<file path="src/rtl/bucket_priority_queue_assert.svh">
// Assertion macros used by the queue top level.
// Each macro expects signals named clk and rst in the scope where it is used.
`ifndef BUCKET_PRIORITY_QUEUE_ASSERT_SVH
`define BUCKET_PRIORITY_QUEUE_ASSERT_SVH

// Same-cycle implication, checked outside reset.
`define BPQ_ASSERT_IMPLY(label, ante, cons, msg) \
  label: assert property (@(posedge clk) disable iff (rst) (ante) |-> (cons)) \
    else $error(msg);

// Next-cycle implication, checked outside reset.
`define BPQ_ASSERT_NEXT(label, ante, cons, msg) \
  label: assert property (@(posedge clk) disable iff (rst) (ante) |=> (cons)) \
    else $error(msg);

`endif

</file>
<file path="src/rtl/bpq_pkg.sv">
package bpq_pkg;

  localparam int DIST_W   = 8;
  localparam int STATUS_W = 2;

  // operation codes
  localparam logic OP_PUSH = 1'b0;
  localparam logic OP_POP  = 1'b1;

  // result status codes
  localparam logic [STATUS_W-1:0] ST_DONE  = 2'd0;
  localparam logic [STATUS_W-1:0] ST_EMPTY = 2'd1;
  localparam logic [STATUS_W-1:0] ST_FULL  = 2'd2;

  // ring store control and status
  typedef struct packed {
    logic push;
    logic pop;
    logic sel;
  } ring_req_t;

  typedef struct packed {
    logic [1:0] empty;
    logic [1:0] full;
  } ring_stat_t;

  // spill store control and status
  typedef struct packed {
    logic push;
    logic pop;
  } spill_req_t;

  typedef struct packed {
    logic full;
    logic empty;
    logic done;
  } spill_stat_t;

endpackage

</file>
<file path="src/rtl/bpq_ring_store.sv">
module bpq_ring_store #(
  parameter int RING_DEPTH   = 64,
  parameter int HANDLE_WIDTH = 16
) (
  input  logic                    clk,
  input  logic                    rst,
  input  bpq_pkg::ring_req_t      req,
  input  logic [HANDLE_WIDTH-1:0] push_handle,
  output bpq_pkg::ring_stat_t     stat,
  output logic [HANDLE_WIDTH-1:0] pop_handle
);

  localparam int PW = $clog2(RING_DEPTH);
  localparam int AW = $clog2(2 * RING_DEPTH);

  // both rings share one memory: ring 1 sits above ring 0
  logic [HANDLE_WIDTH-1:0] mem [2 * RING_DEPTH];
  logic [PW-1:0]           head [2];
  logic [PW-1:0]           tail [2];
  logic [PW-1:0]           cur_head;
  logic [PW-1:0]           cur_tail;
  logic [AW-1:0]           waddr;
  logic [AW-1:0]           raddr;

  function automatic logic [PW-1:0] ptr_next(input logic [PW-1:0] p);
    return (p == PW'(RING_DEPTH - 1)) ? '0 : p + PW'(1);
  endfunction

  function automatic logic [AW-1:0] ring_addr(input logic sel, input logic [PW-1:0] p);
    return AW'(p) + (sel ? AW'(RING_DEPTH) : '0);
  endfunction

  assign cur_head = req.sel ? head[1] : head[0];
  assign cur_tail = req.sel ? tail[1] : tail[0];
  assign waddr    = ring_addr(req.sel, cur_tail);
  assign raddr    = ring_addr(req.sel, cur_head);

  // per-ring flags; full keeps one slot free
  for (genvar r = 0; r < 2; r++) begin : g_stat
    assign stat.empty[r] = (head[r] == tail[r]);
    assign stat.full[r]  = (ptr_next(tail[r]) == head[r]);
  end

  // memory: one write, one registered read
  always_ff @(posedge clk) begin
    if (req.push) begin
      mem[waddr] <= push_handle;
    end
    if (req.pop) begin
      pop_handle <= mem[raddr];
    end
  end

  // ring pointers
  always_ff @(posedge clk) begin
    if (rst) begin
      head[0] <= '0;
      head[1] <= '0;
      tail[0] <= '0;
      tail[1] <= '0;
    end else begin
      if (req.push) begin
        if (req.sel) begin
          tail[1] <= ptr_next(cur_tail);
        end else begin
          tail[0] <= ptr_next(cur_tail);
        end
      end
      if (req.pop) begin
        if (req.sel) begin
          head[1] <= ptr_next(cur_head);
        end else begin
          head[0] <= ptr_next(cur_head);
        end
      end
    end
  end

endmodule

</file>
<file path="config.mk">
export PLATFORM = sky130hd
export DESIGN_NAME = bpq_ring_store
export DESIGN_NICKNAME = d
export VERILOG_FILES = /design/src/rtl/bucket_priority_queue_assert.svh /design/src/rtl/bpq_pkg.sv /design/src/rtl/bpq_ring_store.sv
export SDC_FILE = /design/constraint.sdc
export NUM_CORES = 2
export LEC_CHECK = 0
export ABC_AREA = 1
export BUFFER_PORTS_ARGS = -buffer_cell sky130_fd_sc_hd__buf_2
export CORE_AREA = 5 5 562 286
export DETAILED_ROUTE_END_ITERATION = 6
export DIE_AREA = 0 0 567 291
export HOLD_SLACK_MARGIN = 0.06
export MAX_ROUTING_LAYER = met4
export PLACE_DENSITY = 0.67
export SETUP_SLACK_MARGIN = 0.2
export SLEW_MARGIN = 20
export SYNTH_ARGS = -nofsm -noshare
export SYNTH_HDL_FRONTEND = slang
export SYNTH_SLANG_ARGS = --single-unit
export TNS_END_PERCENT = 50
</file>
<file path="constraint.sdc">
create_clock -name clk -period 4.76 [get_ports clk]
set_input_delay 0.238 -clock clk [delete_from_list [all_inputs] [get_ports clk]]
set_output_delay 0.238 -clock clk [all_outputs]
set_load 0.05 [all_outputs]
</file>
Yosys cells after proc, flatten, opt, wreduce, memory -nomap -nowiden
Memory sizes are Yosys's and may differ from the RTL's. A register that Yosys moved wholly into a read port is not among the register bits.
Cells that the tools add are included.
- bits in registers: 0
- RAM bits: 2072
- bits of input ports: 21
- output and inout port bits: 20
- logic and storage cells: 50
- memories kept: 3
- add/sub/neg operators: 6
- eq/ne operators: 8
- muxes and demuxes: 29
- bitwise operators: 4
- memory list (memory ; words ; bits a word ; read ports ; clocked after memory_dff ; write ports ; RTL line ; RTL):
    mem ; 128 ; 16 ; 1 ; 1 ; 1 ; bpq_ring_store.sv:17 ; logic [HANDLE_WIDTH-1:0] mem [2 * RING_DEPTH];
    head ; 2 ; 6 ; 2 ; 0 ; 2 ; bpq_ring_store.sv:18 ; logic [PW-1:0] head [2];
    tail ; 2 ; 6 ; 2 ; 0 ; 2 ; bpq_ring_store.sv:19 ; logic [PW-1:0] tail [2];
- operators by type and width (cell ; number):
    6-bit 2-to-1 mux ; 10
    6-bit by 1-bit adder with 6-bit output (second input constant) ; 4
    6-bit == test ; 4
    6-bit == test (second input constant) ; 4
    1-bit 2-to-1 mux ; 18
    6-bit by 7-bit adder with 7-bit output ; 2
    7-bit 2-to-1 mux ; 1
    1-bit bitwise OR ; 4

Longest topological paths before layout
- word-level depth: 5
- mapped depth: 16
- mapped depth without buffers: 13

Least setup slack after synthesis
OpenSTA, ideal clock, no wires.
- kind: flip-flop to output port
- from: mem tail[0][2] (netlist bit)
- to: out stat[2] (netlist bit)
- arrival time: 3.176 ns
- required time: 4.522 ns
- path slack: 1.346 ns
- stages on the path, launching flop included: 5
- buffers on the path: 0
- path through: edfxtp_1 -> xor2_1 -> a21oi_1 -> nand3b_1 -> a2111oi_0
- RTL lines (item ; RTL line ; RTL):
    start, declared ; bpq_ring_store.sv:19 ;
    end, declared ; bpq_ring_store.sv:9 ; output bpq_pkg::ring_stat_t stat,

==> flow_summary.yaml <==
clocking:
  cts_sinks: 2088
  cts_tree: "built"
  cts.path.max_buffers: 4
  clkTransAtPathRegs_ns: 0.07
  cts_setup_buffers: 0
  htree_levels: 4
  clk_latency_ns: 0.84
  numCtsBuffers: 184
  cts-root-buf: "clkbuf_16"
yosys:
  syn_nets: 7297
  yosys_warnings: 0
  ys_seq_area_frac: 0.738
  synth_area_leaders: "edfxtp_1, nand2_1, nand3_1, buf_2, a21oi_1"
  avgSynthCellArea_um2: 11.7
  yosysTopAreaCell: "edfxtp_1"
  synth-async-reset-ratio: 0
  ys_top_cells_by_count: "nand2_1, edfxtp_1, nand3_1, buf_2, a21oi_1"
  synth_edf_count: 2088
  synth_cells: 7272
  synth.distinct_cells: 34
  synth_simple_gate_area_share: 0.216
  synth_seq_cells: 2088
  syn_area_mm2: 0.0849
  synth-compound-area-share: 0.0162
  synth_mux_area_frac: 0
  ys.flop_type: "edfxtp_1"
  synthAdderAreaFrac: 0.000589
  synth_top_family_by_area: "simple AND/OR/NAND/NOR gates"
  synth.most_common_cell: "nand2_1"
  yosysTopAreaCellShare: 0.738
  synthXorXnorAreaFrac: 0.00196
power:
  p_per_area_mw_per_mm2: 417
  intPower_mw: 28.9
  peakVddDrop_v: 0.000350
  p_sw_frac: 0.263
  clkPwrFrac: 0.361
  power_frac_comb: 0.119
  p_seq_frac: 0.521
  power_leakage_nw: 33.8
  switchingPower_mw: 10.3
flow_run:
  max-cap-violations: 0
routing:
  ant_nets: 0
  drc: 9
  drt_iter0_drc: 11000
  wire_per_inst_um: 28.5
  num_vias: 58800
  wirelength_mm: 273
  dr.pass1.iters: 7
  drt-vias-per-instance: 6.14
placed_design:
  dp_slack_ns: 0.227
  port_buffers: 40
  hpwl_mm: 162
  gp_congestion: 0.948
sta:
  worstMarginPinSlew_ns: 1.18
  fin_skew_ns: 0.0532
  hold_viol: 0
  fin_crit_ns: 4.32
  maxSlewViolCount: 0
  setup_viol: 0
  setup_ws_ns: 0.440
  rsz0062_at_grt: "false"
  fin_tns_setup_ns: 0
  fin_crit_sh: 0.907
  max_freq_ghz: 0.232
  maxSlewHeadroom: 0.209
worst_setup_path:
  path_max_fanout: 62
  start_kind: "flip-flop"
  end_kind: "flip-flop"
  critPathArrivalTime_ns: 4.90
  critPathKind: "reg -> reg"
  worstPathRequired_ns: 5.34
cells_and_area:
  area_growth_pct: 10.7
  layout-drive-gt1-share: 0.0777
  layout.nets: 7365
grt:
  grt_pass1_vias: 53400
  grt_overflow: 0
  grt_util_all_layers: 0.337
  antenna_found_initial: 15
  grt_max_degree: 129
  grt_first_pass_wirelength_mm: 391
floorplanning:
  pin_count: 41
  fp.coreArea_mm2: 0.156
  num_rows: 103
  die_area_mm2: 0.165
  start_util: 0.545
  die_y_um: 291
  dieWidth_um: 567
outcome:
  violations: "DRC"
  outcome: "complete, but fails checks"
hold_path:
  hp-class: "in -> reg"
[flip-flops by register name (all words and copies together), names as in the netlist]
signal	count
head	12
mem	2048
pop_handle	16
tail	12
[metrics by stage]
step / hold slack, ns / std cells / total power [mW] / util / cell area (µm²)
after floorplan: 0.337 / 7272 / 23.1 / - / 84900
after global placement: 0.675 / 9240 / 25.2 / 0.567 / 88400
after detailed placement: 0.677 / 9240 / 25.3 / 0.567 / 88400
after CTS: 0.0646 / 9567 / 39.1 / 0.603 / 94000
after global routing: 0.0660 / 9573 / 40.3 / 0.603 / 94000
final: 0.0664 / 9578 / 39.2 / 0.603 / 94000
[routing by layer]
metal  track usage  routed length, µm  up-vias
met5             -                  0        -
met4        0.0702               6160        0
met3         0.152              50600      374
met2         0.407             104000     4269
met1         0.514             112000    28600
li1              -                  -    25500
[final timing paths]
path | startpoint | to | slack (ns) | cells after the start
min | push_handle[12] | mem[86][12] | 0.07 | 1
min reg2reg | mem[100][1] | pop_handle[1] | 0.92 | 8
max reg2reg | head[0][6] | pop_handle[11] | 0.44 | 13
max | head[0][6] | pop_handle[11] | 0.44 | 13
[power by group through the flow]
| stage | combinational (mW) | sequential [mW] | clock, mW |
|---|---|---|---|
| final | 4.66 | 20.4 | 14.1 |
| after global routing | 4.90 | 20.4 | 15.0 |
| after CTS | 4.47 | 20.4 | 14.2 |
| after detailed placement | 4.45 | 20.8 | 0 |
| after global placement | 4.43 | 20.8 | 0 |
| after floorplan | 2.28 | 20.8 | 0 |
[repair_timing]
action                    4_1_cts  5_1_grt
hold endpoints to repair      200        8
gates resized for setup         0        0
hold buffers                   13        1
[critical path: stages, from the launching register on]
cell	delay, ns
edfxtp_1	0.48
nand2_4	0.52
nand2_8	0.51
buf_4	0.47
nand2_1	0.10
nand2_1	0.05
nand2_1	0.08
nand2_1	0.08
nor2_1	0.36
nand2_1	0.11
nand3_1	0.52
nand3_1	0.31
nand3_1	0.30
nand2_1	0.10
[layout make-up]
| type | instances | area, µm² |
|---|---|---|
| sequential | 2088 | 62700 |
| fill | 12300 | 61900 |
| multi-input combinational | 4698 | 20100 |
| clock buffer | 223 | 4770 |
| timing repair buffer | 326 | 3010 |
| tap | 2100 | 2630 |
| clock inverter | 91 | 648 |
| inverter | 42 | 178 |
| antenna | 10 | 25.0 |
[cells in the final DEF (no fill, tap or decap), drive strengths merged]
cell         count
nand2         2787
edfxtp        2088
nand3         1366
buf            312
a21oi          244
nor2           229
clkbuf         223
clkinv          80
inv             43
o21ai           18
xor2            14
dlygate4sd3     14
diode           10
nor4             9
bufinv           8
nand4            6
nor3             6
xnor2            5
nand3b           4
ha               4
clkinvlp         2
or2              2
o31ai            1
o2111ai          1
o22ai            1
a2111oi          1
[kinds of logic (layout without fill, tap and decap cells)]
logic type      after synthesis  after routing
compound gates              266            266
xor+xnor                     19             19
fa+ha+maj                     4              4
buf+inv                     486            682
flops                      2088           2088
other cells                   0             10
simple gates               4409           4409
Power figures use the tool's default switching activity.
